<file path="src/rtl/core/gdk_pkg.sv">
`timescale 1ns / 1ps
// ----------------------------------------------------------------------------
// gdk_pkg
// Shared types, constants and helper functions of the two-axis tilt filter.
// ----------------------------------------------------------------------------
package gdk_pkg;

    // Number of filtered axes (pitch, roll).
    localparam int AXES   = 2;
    localparam int AXIS_W = (AXES > 1) ? $clog2(AXES) : 1;

    // Field widths.
    localparam int ANG_W  = 32;
    localparam int COV_W  = 48;
    localparam int T_W    = 24;
    localparam int NOISE_W = 31;
    localparam int CFG_IDX_W  = 3;
    localparam int CFG_DATA_W = 32;

    // Reset values of the configuration registers.
    localparam logic [T_W-1:0]     STEP_PERIOD_RST   = 24'd83886;
    localparam logic [NOISE_W-1:0] ANGLE_NOISE_RST   = 31'd1966;
    localparam logic [31:0]        CROSS_NOISE_RST   = 32'd0;
    localparam logic [NOISE_W-1:0] DRIFT_NOISE_RST   = 31'd6554;
    localparam logic [NOISE_W-1:0] MEASURE_NOISE_RST = 31'd3276800;

    // Iteration counts of the sequential arithmetic units.
    localparam int MUL_STEPS = 4;
    localparam int DIV_STEPS = 80;

    // Configuration register indexes.
    typedef enum logic [CFG_IDX_W-1:0] {
        REG_STEP_PERIOD   = 3'd0,
        REG_ANGLE_NOISE   = 3'd1,
        REG_CROSS_NOISE   = 3'd2,
        REG_DRIFT_NOISE   = 3'd3,
        REG_MEASURE_NOISE = 3'd4
    } reg_idx_t;

    // Per-axis micro-operations, run in this order.
    typedef enum logic [3:0] {
        OP_TD   = 4'd0,   // T * drift
        OP_TR   = 4'd1,   // T * rate, then predicted angle
        OP_P2T  = 4'd2,   // P10 * T
        OP_P3T  = 4'd3,   // P11 * T
        OP_AP1T = 4'd4,   // AP01 * T
        OP_DIV0 = 4'd5,   // K0 = P'00 / S
        OP_DIV1 = 4'd6,   // K1 = P'10 / S
        OP_K0E  = 4'd7,   // angle correction
        OP_K1E  = 4'd8,   // drift correction
        OP_K0P0 = 4'd9,
        OP_K0P1 = 4'd10,
        OP_K1P0 = 4'd11,
        OP_K1P1 = 4'd12
    } op_t;

    localparam op_t OP_FIRST = OP_TD;
    localparam op_t OP_LAST  = OP_K1P1;

    // Controller states.
    typedef enum logic [1:0] {
        ST_IDLE  = 2'd0,
        ST_ISSUE = 2'd1,
        ST_WAIT  = 2'd2,
        ST_DONE  = 2'd3
    } state_t;

    // Commands from the controller to the datapath.
    typedef struct packed {
        logic              in_load;
        logic              start;
        logic              wb;
        logic              out_load;
        op_t               op;
        logic [AXIS_W-1:0] axis;
    } cmd_t;

    // Status from the datapath to the controller.
    typedef struct packed {
        logic mul_done;
        logic div_done;
    } status_t;

    // Next micro-operation in the per-axis sequence.
    function automatic op_t next_op(input op_t op);
        op_t n;
        case (op)
            OP_TD:   n = OP_TR;
            OP_TR:   n = OP_P2T;
            OP_P2T:  n = OP_P3T;
            OP_P3T:  n = OP_AP1T;
            OP_AP1T: n = OP_DIV0;
            OP_DIV0: n = OP_DIV1;
            OP_DIV1: n = OP_K0E;
            OP_K0E:  n = OP_K1E;
            OP_K1E:  n = OP_K0P0;
            OP_K0P0: n = OP_K0P1;
            OP_K0P1: n = OP_K1P0;
            OP_K1P0: n = OP_K1P1;
            default: n = OP_FIRST;
        endcase
        return n;
    endfunction

    // Saturate a 50-bit sum to 48 bits.
    function automatic logic signed [COV_W-1:0] sat48(input logic signed [49:0] v);
        logic signed [49:0] hi;
        logic signed [49:0] lo;
        hi = 50'sd140737488355327;
        lo = -50'sd140737488355328;
        if (v > hi)
            return hi[COV_W-1:0];
        else if (v < lo)
            return lo[COV_W-1:0];
        else
            return v[COV_W-1:0];
    endfunction

    // Saturate a 50-bit sum to 32 bits.
    function automatic logic signed [ANG_W-1:0] sat32(input logic signed [49:0] v);
        logic signed [49:0] hi;
        logic signed [49:0] lo;
        hi = 50'sd2147483647;
        lo = -50'sd2147483648;
        if (v > hi)
            return hi[ANG_W-1:0];
        else if (v < lo)
            return lo[ANG_W-1:0];
        else
            return v[ANG_W-1:0];
    endfunction

    // Magnitude of a 48-bit signed value as an unsigned 48-bit value.
    function automatic logic [COV_W-1:0] mag48(input logic signed [COV_W-1:0] v);
        return v[COV_W-1] ? COV_W'(-v) : COV_W'(v);
    endfunction

endpackage

</file>
<file path="src/rtl/core/gdk_ctrl.sv">
`timescale 1ns / 1ps
// ----------------------------------------------------------------------------
// gdk_ctrl
// Controller: accepts an item, steps each axis through its micro-operations
// on the shared units, and hands the result to the output register.
// ----------------------------------------------------------------------------
module gdk_ctrl (
    input  logic             clk,
    input  logic             rst_n,
    input  logic             in_valid,
    output logic             in_stall,
    output logic             out_valid,
    input  logic             out_stall,
    output gdk_pkg::cmd_t    cmd,
    input  gdk_pkg::status_t status
);

    gdk_pkg::state_t state_reg;
    gdk_pkg::state_t state_next;
    gdk_pkg::op_t    op_reg;
    gdk_pkg::op_t    op_next;
    logic [gdk_pkg::AXIS_W-1:0] axis_reg;
    logic [gdk_pkg::AXIS_W-1:0] axis_next;
    logic            out_valid_reg;
    logic            out_valid_next;
    logic            unit_done;
    logic            out_free;

    assign unit_done = status.mul_done | status.div_done;
    assign out_free  = ~out_valid_reg | ~out_stall;

    // Next state, operation and axis.
    always_comb
    begin
        state_next = state_reg;
        op_next    = op_reg;
        axis_next  = axis_reg;
        case (state_reg)
            gdk_pkg::ST_IDLE:
            begin
                if (in_valid)
                begin
                    state_next = gdk_pkg::ST_ISSUE;
                    op_next    = gdk_pkg::OP_FIRST;
                    axis_next  = '0;
                end
            end
            gdk_pkg::ST_ISSUE:
                state_next = gdk_pkg::ST_WAIT;
            gdk_pkg::ST_WAIT:
            begin
                if (unit_done)
                begin
                    op_next = gdk_pkg::next_op(op_reg);
                    if (op_reg == gdk_pkg::OP_LAST)
                    begin
                        if (axis_reg == gdk_pkg::AXIS_W'(gdk_pkg::AXES - 1))
                        begin
                            state_next = gdk_pkg::ST_DONE;
                            axis_next  = '0;
                        end
                        else
                        begin
                            state_next = gdk_pkg::ST_ISSUE;
                            axis_next  = axis_reg + 1'b1;
                        end
                    end
                    else
                    begin
                        state_next = gdk_pkg::ST_ISSUE;
                    end
                end
            end
            gdk_pkg::ST_DONE:
            begin
                if (out_free)
                    state_next = gdk_pkg::ST_IDLE;
            end
            default:
                state_next = gdk_pkg::ST_IDLE;
        endcase
    end

    // Commands and handshake outputs.
    always_comb
    begin
        cmd.in_load    = 1'b0;
        cmd.start      = 1'b0;
        cmd.wb         = 1'b0;
        cmd.out_load   = 1'b0;
        cmd.op         = op_reg;
        cmd.axis       = axis_reg;
        in_stall       = 1'b1;
        out_valid_next = out_valid_reg & out_stall;
        case (state_reg)
            gdk_pkg::ST_IDLE:
            begin
                in_stall    = 1'b0;
                cmd.in_load = in_valid;
            end
            gdk_pkg::ST_ISSUE:
                cmd.start = 1'b1;
            gdk_pkg::ST_WAIT:
                cmd.wb = unit_done;
            gdk_pkg::ST_DONE:
            begin
                if (out_free)
                begin
                    cmd.out_load   = 1'b1;
                    out_valid_next = 1'b1;
                end
            end
            default: ;
        endcase
    end

    // Control registers.
    always_ff @(posedge clk or negedge rst_n)
    begin
        if (!rst_n)
        begin
            state_reg     <= gdk_pkg::ST_IDLE;
            op_reg        <= gdk_pkg::OP_FIRST;
            axis_reg      <= '0;
            out_valid_reg <= 1'b0;
        end
        else
        begin
            state_reg     <= state_next;
            op_reg        <= op_next;
            axis_reg      <= axis_next;
            out_valid_reg <= out_valid_next;
        end
    end

    assign out_valid = out_valid_reg;

endmodule

</file>
<file path="config.mk">
export PLATFORM = sky130hd
export DESIGN_NAME = gdk_ctrl
export DESIGN_NICKNAME = d
export VERILOG_FILES = /design/src/rtl/core/gdk_pkg.sv /design/src/rtl/core/gdk_ctrl.sv
export SDC_FILE = /design/constraint.sdc
export NUM_CORES = 1
export LEC_CHECK = 0
export BUFFER_PORTS_ARGS = -buffer_cell sky130_fd_sc_hd__buf_4
export CORE_AREA = 2 2 39 41
export CTS_CLUSTER_SIZE = 30
export DETAILED_ROUTE_END_ITERATION = 8
export DIE_AREA = 0 0 41 43
export SYNTH_ARGS = -nofsm -noshare
export SYNTH_HDL_FRONTEND = slang
export SYNTH_SLANG_ARGS = --single-unit
export TNS_END_PERCENT = 30
</file>
<file path="constraint.sdc">
create_clock -name clk -period 2.5 [get_ports clk]
set_clock_uncertainty 0.05 [all_clocks]
set_input_delay 0.5 -clock clk [delete_from_list [all_inputs] [get_ports clk]]
set_output_delay 0.5 -clock clk [all_outputs]
set_load 0.02 [all_outputs]
</file>
Word-level counts from Yosys, hierarchy flattened

Memory sizes are Yosys's and may differ from the RTL's.
Index checks and enable logic that the tools add are counted.

Register bits: 8
Bits in latches: 0
RAM bits: 0
Bits in read-only memories: 64
Word-level logic and storage cells: 46
Memories: 1

$add $sub $neg: 1
$mul: 0
Div/mod/pow operators: 0
Order comparisons: 0
Eq/ne operators: 8
Shift operators: 0
Mux-type cells: 22
Bitwise operators: 5
Reduce and logical (&&, ||, !) cells: 5

Memories:

| memory           | words | bits a word | read ports | clocked after Yosys merged registers in | wr ports | RTL line      | source |
|---|---|---|---|---|---|---|---|
| (name not given) | 16    | 4           | 1          | 0                                       | 0        | gdk_pkg.sv:87 | `case (op)` |

Operators with widths:

| kind                                          | number |
|---|---|
| 2-to-1 mux 1 bit                              | 12 |
| 2-to-1 mux 2 bit                              | 5 |
| 2-to-1 mux 4 bit                              | 2 |
| inequality test 2 bit, second input constant  | 4 |
| case mux 2 bit (4 select lines)               | 1 |
| case mux 4 bit (2 select lines)               | 1 |
| AND reduction 3 bit                           | 2 |
| == test 2 bit, second input constant          | 2 |
| == test 4 bit, second input constant          | 1 |
| AND reduction 4 bit                           | 1 |
| == test 2 x 1 -> 1 bit, second input constant | 1 |
| logical NOT 2 bit                             | 1 |
| NOT 1 bit                                     | 2 |
| OR 1 bit                                      | 2 |
| case mux 1 bit (2 select lines)               | 1 |
| nonzero test 2 bit                            | 1 |
| adder 1 bit, second input constant            | 1 |
| AND 1 bit                                     | 1 |

Longest topological paths before layout

Depth after elaboration: 5
Mapped depth: 5

Worst setup path after synthesis

OpenSTA, ideal clock, no wires.

Kind: reg-to-output
Start point: register state_reg[1]
End point: output port cmd[8] (netlist bit)
Arrival: 1.130 ns
Data required time: 1.950 ns
Path slack: 0.820 ns
Stages on the path, launching flop included: 4
Path buffers: 1
Cells stage by stage: dfrtp_1 -> buf_6 -> or2_2 -> nor2_1

RTL lines:

| element                | RTL line        | source |
|---|---|---|
| from (decl)            | gdk_ctrl.sv:18  | `gdk_pkg::state_t state_reg;` |
| from (signal assigned) | gdk_ctrl.sv:122 | `state_reg <= gdk_pkg::ST_IDLE;` |
| from (signal assigned) | gdk_ctrl.sv:129 | `state_reg <= state_next;` |
| to (decl)              | gdk_ctrl.sv:14  | `output gdk_pkg::cmd_t cmd,` |

==> results <==
- The run finished with clean final reports.
- The first global-routing pass estimated 1630 um of wire.
- The required time at the worst-slack endpoint is 1.95 ns.
- The count of pins over their slew limit is 0.
- The worst slew slack as a fraction of its limit is 0.735.
- The ratio of cells with drive above 1 in the final layout is 0.382.
- In the layout the commonest cells are sky130_fd_sc_hd__buf_4 (16), sky130_fd_sc_hd__dfrtp_1 (8), sky130_fd_sc_hd__nand2_1 (6), sky130_fd_sc_hd__inv_1 (4).
- For this design the ratio of total power to cell area is 1100 nW/um^2.
- IR analysis of the VDD net gives a maximum drop of 0.477 mV.
- The worst min-delay path endpoint is out_valid$_DFF_PN0_.
- The post-route setup TNS is 0 ns.
- The pin count of the biggest net entering global routing is 11.
- The final design area excluding fillers is 646 sq um.
- Counting cells, the worst reg-to-reg path comes to 3.
- For this design the static power due to leakage is 0.318 nW.
- The final-layout fill cell count is 146.
- The row count is 14.
- CTS built an H-tree with a depth of 1.
- The switching power is 304 uW.
- Of all flip-flops after synthesis, the portion carrying an async set or reset was 1.00.
- Synthesis handed over a netlist of 50 instances.
- In this run the mean area of a mapped cell was 9.83 sq um.
- The time the final worst path needs with I/O delays and setup is 1.86 ns.
- The count of boundary I/O pins is 17.
- The fraction of the core area covered by cells at the end of the flow is 0.467.
- The endpoint of the worst-slack reg-to-reg timing path is op_reg[0]$_DFFE_PN0P_.
- The area of the die is 1760 sq um.
- The region available for standard cell placement spans 1380 sq um.
- The startpoint identified for the worst register-to-register timing path is state_reg[1]$_DFFE_PN0P_.
- The largest fanout on the critical path is 10.
- The final number of setup-violating endpoints is 0.
- The nature of the critical path endpoint is an output port.
- The tool flagged a number of max-cap violations equal to 0.
- The number of clock sinks is 8.
- On the final layout, the worst hold slack is 0.449 ns.
- In the final layout, the multi-input gates occupy 254 sq um.
- The sum of internal, switching and leakage power is 709 uW.
- The combinational cell fraction of total power is 0.527.
- The internal power is 405 uW.
- The most frequent standard cell in the layout excluding fill and tap cells is sky130_fd_sc_hd__buf_4.
- Measured along the x axis, the die boundary spans 41 um.
- The depth of the worst hold-timing path is 3.
- At the pin with the least slew margin, the transition time is 0.398 ns.
- Dividing the detail-routed via count by the number of cells gives 5.12.
- The count of yosys warnings during synthesis is 0.
- The number of buffers between clock root and the deepest sink is 2.
- The number of enable flip-flop cells after synthesis is 0.
- The primary flip-flop cell chosen by synthesis mapping is sky130_fd_sc_hd__dfrtp_1.
- The total track usage is 0.141.
- The class of the tightest hold or removal check is in -> reg.
- The total overflow left after global routing is 0.
- The switching part of the total is 0.429.
- TritonCTS built the clock tree.
- In this run, post-CTS repair resized a total of 0 instances.
- The netlist uses 24 different library cells.
- The die span in y is 43 um.
- The routability congestion estimate is 0.676.
- The area growth from synthesis to layout is 31.3%.
- Counting every net in the synthesized netlist gives 59.
- The routed layout has 430 vias.
- The insertion delay of the later-clocked pin in the worst-skew pair is 0.26 ns.
- The number of endpoints with negative hold slack in the final report is 0.
- The startpoint kind of the worst setup timing path is a flop.
- The cell area that synthesis handed to floorplanning was 492 sq um.
- The clock transition at the registers of the reported paths is 0.06 ns.
- The register bit count reported by yosys is 8.
- The critical path is of the reg -> out type.
- The number of antenna diodes in the final layout is 0.
- For this configuration, the core starts out at a cell density of 0.355.
- The origin of the worst min-delay path is out_stall.
- The slack of the worst reg-to-reg path is 1.07 ns.
- The number of iterations in the first detailed-routing pass is 4.
- Post-CTS timing repair inserted 0 buffers for setup.
- Across the whole layout, storage elements account for 200 sq um.
- Of the total power, the clock network draws 0.143.
- The number of DRC markers in iteration 0 is 5.
- Dividing the final minimum period by the clock period gives 0.744.
- The achievable clock frequency is 537 MHz.
- The via count of the first global-routing pass is 407.
- The clock root buffer master is sky130_fd_sc_hd__clkbuf_4.
- The average routed wire per standard cell is 12.1 um.
- The wire length reported by the detailed router is 1020 um.
- The net total in the final layout is 79.
- Setup repair after global routing left no endpoint under its margin.
- TritonCTS created 3 clock buffers.
- Data arrives at the worst endpoint at 1.31 ns.
- The post-route DRC violation count is 0.
- During placement, the flow inserted port buffers numbering 16.
- The initial antenna violation count is 0.
- The total cell area at the placement stage is 613 sq um.
- The count of antenna-violating nets left after detailed routing is 0.
- The sequential share of power is 0.330.
- The number of flip-flops under the largest register name is 4.
- The sum of net half-perimeters after detailed placement is 798 um.
- Of the synthesized area, sequential elements account for 0.407.
- The quantity of hold-fixing buffers added after cts is 1.
per-stage QoR:
stage / setup WS (ns) / std cells
finish: 0.639 / 84
global route: 0.552 / 84
CTS: 0.617 / 84
detailed placement: 0.816 / 80
global placement: 0.833 / 80
floorplan: 0.820 / 50
critical path, cell delays in order (launching register included):
cell                      delay [ns]
sky130_fd_sc_hd__dfrtp_1        0.48
sky130_fd_sc_hd__or2_2          0.33
sky130_fd_sc_hd__nor2_1         0.09
sky130_fd_sc_hd__buf_4          0.14
power groups by stage:
stage | Clock [mW] | Combinational, mW | Sequential (mW)
after floorplan | 0 | 0.244 | 0.243
after detailed placement | 0 | 0.376 | 0.237
after global routing | 0.115 | 0.405 | 0.242
after CTS | 0.108 | 0.379 | 0.236
after global placement | 0 | 0.370 | 0.237
final | 0.101 | 0.373 | 0.234
metal layers:
| layer | vias up | global-route usage | wire length, um | part of all wire |
|---|---|---|---|---|
| met5 | - | 0 | 0 | 0 |
| met4 | 0 | 0.100 | 8 | 0.0079 |
| met3 | 2 | 0.0471 | 54 | 0.053 |
| met2 | 10 | 0.188 | 487 | 0.48 |
| met1 | 200 | 0.182 | 464 | 0.46 |
| li1 | 218 | - | - | - |
cell usage after synthesis, types with 2 or more instances:
master,instances,area share
sky130_fd_sc_hd__o21bai_1,2,0.031
sky130_fd_sc_hd__nand3_1,3,0.031
sky130_fd_sc_hd__mux2i_1,3,0.061
sky130_fd_sc_hd__nor2_1,3,0.023
sky130_fd_sc_hd__a21oi_1,2,0.020
sky130_fd_sc_hd__ha_1,3,0.076
sky130_fd_sc_hd__dfrtp_1,8,0.41
sky130_fd_sc_hd__inv_1,4,0.031
sky130_fd_sc_hd__and2b_2,2,0.036
sky130_fd_sc_hd__nand2_1,6,0.046
worst max-delay path by stage:
stage / start / endpoint / slack [ns] / cells after the start
after global routing: state_reg[1]$_DFFE_PN0P_ / cmd[8] / 0.55 / 3
after detailed placement: status[0] / cmd[6] / 0.82 / 4
after CTS: state_reg[1]$_DFFE_PN0P_ / cmd[8] / 0.62 / 3
final: state_reg[1]$_DFFE_PN0P_ / cmd[8] / 0.64 / 3
after global placement: status[0] / cmd[6] / 0.83 / 4
after floorplan: state_reg[1]$_DFFE_PN0P_ / cmd[8] / 0.82 / 3
layout make-up:
type,count,area share
Clock buffer,3,0.0349
Inverter,5,0.0291
Multi-Input combinational cell,35,0.393
Sequential cell,8,0.310
Tap cell,16,0.0310
Timing Repair Buffer,17,0.202
cell families after synthesis:
| kind of cell | share of synthesized area |
|---|---|
| adders and majority gates | 0.0763 |
| AOI/OAI and AO/OA | 0.173 |
| DFF | 0.407 |
| buffers and inverters | 0.0763 |
| and+or+nand+nor | 0.206 |
| muxes | 0.0611 |
Power figures use the tool's default switching activity.
